`config.mk`:
```
export PLATFORM = sky130hd
export DESIGN_NAME = swrm_out_fifo
export DESIGN_NICKNAME = d
export VERILOG_FILES = /design/src/design/swrm_pkg.sv /design/src/design/swrm_out_fifo.sv
export SDC_FILE = /design/constraint.sdc
export NUM_CORES = 1
export LEC_CHECK = 0
export ABC_CLOCK_PERIOD_IN_PS = 3990
export BUFFER_PORTS_ARGS = -buffer_cell sky130_fd_sc_hd__buf_4
export CAP_MARGIN = 20
export CORE_MARGIN = 2
export CORE_UTILIZATION = 52
export CTS_CLUSTER_DIAMETER = 40
export DETAILED_ROUTE_END_ITERATION = 6
export HOLD_SLACK_MARGIN = 0.03
export PLACE_DENSITY = 0.78
export SETUP_SLACK_MARGIN = 0.2
export SYNTH_ARGS = -nofsm -noshare
export SYNTH_HDL_FRONTEND = slang
export SYNTH_SLANG_ARGS = --single-unit
export TNS_END_PERCENT = 100
```
`constraint.sdc`:
```
create_clock -name clk -period 3.99 [get_ports clk]
set_input_delay 0.798 -clock clk [delete_from_list [all_inputs] [get_ports clk]]
set_output_delay 0.798 -clock clk [all_outputs]
set_load 0.01 [all_outputs]
```
`src/design/swrm_pkg.sv`:
```
package swrm_pkg;

  localparam int NODE_W      = 8;
  localparam int NODE_SPACE  = 2 ** NODE_W;
  localparam int SEQ_W       = 32;
  localparam int TIME_W      = 32;
  localparam int CFG_DATA_W  = 16;
  localparam int CFG_IDX_W   = 2;
  localparam int OP_W        = 3;
  localparam int DEST_W      = 9;
  localparam int ACT_W       = 4;
  localparam int KIND_W      = 2;
  localparam int RTO_W       = 16;
  localparam int ATT_W       = 8;

  localparam int MAX_NODES_DEF = 256;
  localparam int OUTQ_DEPTH    = 4;

  localparam logic [NODE_W-1:0] OWN_ID_RST        = 8'd0;
  localparam logic [ATT_W-1:0]  MAX_ATTEMPTS_RST  = 8'd3;
  localparam logic [RTO_W-1:0]  RETRY_TIMEOUT_RST = 16'd1000;

  typedef enum logic [OP_W-1:0] {
    OP_CHAT    = 3'd0,
    OP_CONFIRM = 3'd1,
    OP_OTHER   = 3'd2,
    OP_SEND    = 3'd3,
    OP_TICK    = 3'd4
  } op_t;

  typedef enum logic [ACT_W-1:0] {
    ACT_FORWARD  = 4'd0,
    ACT_CONFIRM  = 4'd1,
    ACT_DELIVER  = 4'd2,
    ACT_CHAT     = 4'd3,
    ACT_SUCCESS  = 4'd4,
    ACT_FAILED   = 4'd5,
    ACT_BUSY     = 4'd6,
    ACT_REFUSED  = 4'd7,
    ACT_ACCEPTED = 4'd8
  } action_t;

  typedef enum logic [KIND_W-1:0] {
    KIND_CHAT    = 2'd0,
    KIND_CONFIRM = 2'd1,
    KIND_OTHER   = 2'd2
  } kind_t;

  typedef enum logic [CFG_IDX_W-1:0] {
    CFG_OWN_ID        = 2'd0,
    CFG_MAX_ATTEMPTS  = 2'd1,
    CFG_RETRY_TIMEOUT = 2'd2,
    CFG_SLEEPING      = 2'd3
  } cfg_idx_t;

  typedef struct packed {
    logic [NODE_W-1:0] own_id;
    logic [ATT_W-1:0]  max_attempts;
    logic [RTO_W-1:0]  retry_timeout;
    logic              sleeping;
  } cfg_t;

  typedef struct packed {
    logic [OP_W-1:0]          operation;
    logic signed [DEST_W-1:0] dest_node;
    logic [NODE_W-1:0]        source_node;
    logic [SEQ_W-1:0]         seq_number;
    logic [TIME_W-1:0]        now_ms;
  } item_t;

  typedef struct packed {
    action_t           action;
    kind_t             frame_kind;
    logic [NODE_W-1:0] target_node;
    logic [NODE_W-1:0] origin_node;
    logic [SEQ_W-1:0]  seq_out;
    logic              last;
  } res_t;

  typedef struct packed {
    logic              en;
    logic [NODE_W-1:0] node;
    logic [SEQ_W-1:0]  data;
  } mem_wr_t;

  typedef struct packed {
    logic              flag;
    logic [NODE_W-1:0] target_nxt;
  } pend_t;

endpackage

```
`src/design/swrm_out_fifo.sv`:
```
module swrm_out_fifo (
  input  logic            clk,
  input  logic            rst_n,
  input  logic            push,
  input  logic [1:0]      push_n,
  input  swrm_pkg::res_t  res0,
  input  swrm_pkg::res_t  res1,
  output logic            room,
  output logic            out_vld,
  input  logic            pop,
  output swrm_pkg::res_t  head
);

  localparam int DEPTH = swrm_pkg::OUTQ_DEPTH;
  localparam int PW    = $clog2(DEPTH);
  localparam int CW    = $clog2(DEPTH + 1);

  swrm_pkg::res_t  buf_r [DEPTH];
  logic [PW-1:0]   wp_r, rp_r;
  logic [CW-1:0]   cnt_r, cnt_nxt;
  logic [1:0]      n_in;
  logic            n_out;

  assign n_in  = push ? push_n : 2'd0;
  assign n_out = pop && out_vld;

  assign room    = cnt_r <= CW'(DEPTH - 2);
  assign out_vld = cnt_r != '0;
  assign head    = buf_r[rp_r];
  assign cnt_nxt = cnt_r + CW'(n_in) - CW'(n_out);

  always_ff @(posedge clk) begin
    if (n_in != 2'd0) begin
      buf_r[wp_r] <= res0;
    end
    if (n_in == 2'd2) begin
      buf_r[wp_r + 1'b1] <= res1;
    end
  end

  always_ff @(posedge clk) begin
    if (!rst_n) begin
      wp_r  <= '0;
      rp_r  <= '0;
      cnt_r <= '0;
    end else begin
      wp_r  <= wp_r + PW'(n_in);
      rp_r  <= rp_r + PW'(n_out);
      cnt_r <= cnt_nxt;
    end
  end

endmodule
```
==> flow_summary.yaml <==
status:
  status: "finished clean"
yosys:
  async_flop_share_pct: 0
  syn_inst: 582
  yosys-top-cells-area: "edfxtp_1 (59%), mux2_2 (17%), mux4_2 (11%)"
  syn-mean-instance-area_um2: 19.4
  ys_seq_area_share_pct: 59.9
  synth-edff-count: 220
  yosysTopAreaCell: "edfxtp_1"
  yosysWarnings: 0
  syn-cell-area_um2: 11300
  ys_ff_latch: 227
  synthDistinctLibCells: 36
  ys.flop_type: "edfxtp_1"
  synth.top_cell.area_share_pct: 58.6
  syn_nets: 702
routing:
  vias: 6257
  ant_nets: 0
  first_pass_iters: 4
  routed_wl_um: 25300
  wl_per_cell_um: 23.6
  drt_iter0_drc: 284
  viasPerCell: 5.84
  drc: 0
global_route:
  grt_pass1_wl_um: 38400
  antenna_found_initial: 2
  overflow: 0
  grt_max_degree: 56
  grt_use_total_pct: 22.7
  first_global_vias: 6902
critical_path:
  startpoint_type: "register"
  cpPeakStageDelay_ps: 690
  slowest_stage: "dfxtp_4"
  cp_max_fo: 24
  crit_type: "reg2out"
  cp-end-kind: "output port"
  cp_data_required_time_ps: 3190
  cpMostUsedCell: "buf_4"
  worstPathCellList: "buf_4 -> mux4_2 -> buf_4"
  critPathArrivalTime_ps: 2260
power_and_ir_drop:
  p_leak_nw: 5.07
  irDropWorstVdd_uv: 443
  power.density_nw_per_um2: 539
final_layout:
  final_common_cell: "edfxtp_1"
  multi_input_area_um2: 4270
  seqCellArea_um2: 6750
  layout_common_cells: "edfxtp_1 (220), buf_4 (184), mux2_2 (171)"
  layout-drive-gt1-share_pct: 67.2
  syn_to_final_growth_pct: 24.2
  fin_nets: 889
  fillCellCount: 1416
placed_design:
  io_buffers: 172
  routabilityCongestion: 0.764
  hpwl_um: 15000
clocking:
  cts_buffers: 35
  htreeDepth: 2
  insertion_delay_ps: 520
  cts_buffer_depth: 3
  cts_resized: 0
  cts_setup_buffers: 0
  hold_buffers: 0
  clkSinkCount: 227
  path_clk_slew_ps: 50
  cts_root_buffer: "clkbuf_16"
  cts_tree: "yes"
timing:
  max_freq_mhz: 327
  slew_violations: 0
  fin_setup_tns_ps: 0
  fin_crit_ps: 3060
  finClkSkew_ps: 20.6
  slew_headroom_pct: 36.7
  finalHoldViolations: 0
  worst_slew_pin_slew_ps: 949
  period_share_pct: 76.6
  hold_slack_ps: 556
  rsz0062_at_grt: "false"
  setup_viol: 0
floorplan:
  start_util_pct: 53.3
  die_h_um: 151
  rows: 53
  ios: 173
  die_w_um: 151
  dieArea_um2: 22900
  coreArea_um2: 21200
job:
  drv_cap: 0
min_path:
  min_path_type: "in2reg"
## worst max-delay path, delay by kind of cell (launching register included)
kind	cells	cell delay, ps
buffers and inverters	2	510
flip-flops	1	690
multiplexers	1	550
## synth_stat cells, types with 3 or more instances
cell type  count
nor2_1         3
mux2_2       171
buf_1          3
buf_12         5
buf_4          5
mux4_2        55
clkbuf_1       5
buf_2         17
and2_1         6
dfxtp_1        7
mux2_4        50
edfxtp_1     220
xnor2_1        5
ha_1           3
## through the flow
stage | setup WS [ps] | instances | power [mW] | utilization (%) | instance area [um^2]
2_1_floorplan | 766 | 582 | 3.87 | - | 11300
3_3_place_gp | 1220 | 1007 | 4.55 | 60.6 | 12800
3_5_place_dp | 1200 | 1007 | 4.59 | 60.6 | 12800
4_1_cts | 864 | 1070 | 7.64 | 66.2 | 14000
5_1_grt | 783 | 1070 | 7.84 | 66.2 | 14000
6_report | 934 | 1072 | 7.55 | 66.2 | 14000
## routing by layer
layer,routed length (um),GRT usage [%],vias up
li1,-,-,2777
met1,9620,26.8,3238
met2,13300,39.8,185
met3,1610,5.66,57
met4,743,8.74,0
met5,0,0,-
## kinds of logic after synthesis
group / count (synthesis) / synth area share, %
mux: 276 / 34.7
flops: 227 / 59.9
buf+inv: 39 / 2.45
simple gates: 24 / 1.59
xor+xnor: 7 / 0.544
compound gates: 5 / 0.322
fa+ha+maj: 4 / 0.511
## report_power, final
| part | leakage (nW) | total, mW | internal [mW] | switching, mW |
|---|---|---|---|---|
| sequential | 2.08 | 2.92 | 2.78 | 0.139 |
| clock | 0.558 | 3.03 | 1.92 | 1.11 |
| combinational | 2.44 | 1.60 | 0.926 | 0.674 |
## final cells by class
class | instances | area share (%)
antenna | 2 | 0.0357
clock buffer | 39 | 6.43
clock inverter | 24 | 1.98
inverter | 2 | 0.0536
multi-input combinational | 316 | 30.5
sequential | 227 | 48.2
tap | 275 | 2.46
timing repair buffer | 187 | 10.3
## state kept, by name (all words and copies together) (netlist names)
register	count
buf_r	220
cnt_r	3
rp_r	2
wp_r	2
## worst paths after layout
path                                     startpoint                      to  slack, ps  cells past startpoint
worst min-delay path                          rst_n     cnt_r[0]$_SDFF_PN0_        560                      2
worst min register to register  cnt_r[2]$_SDFF_PN0_     cnt_r[2]$_SDFF_PN0_        650                      2
worst max-delay path             rp_r[0]$_SDFF_PN0_                head[35]        930                      3
worst max register to register   wp_r[1]$_SDFF_PN0_  buf_r[3][35]$_DFFE_PP_       1600                      3
Note: power is estimated with default switching activity, not from simulation.
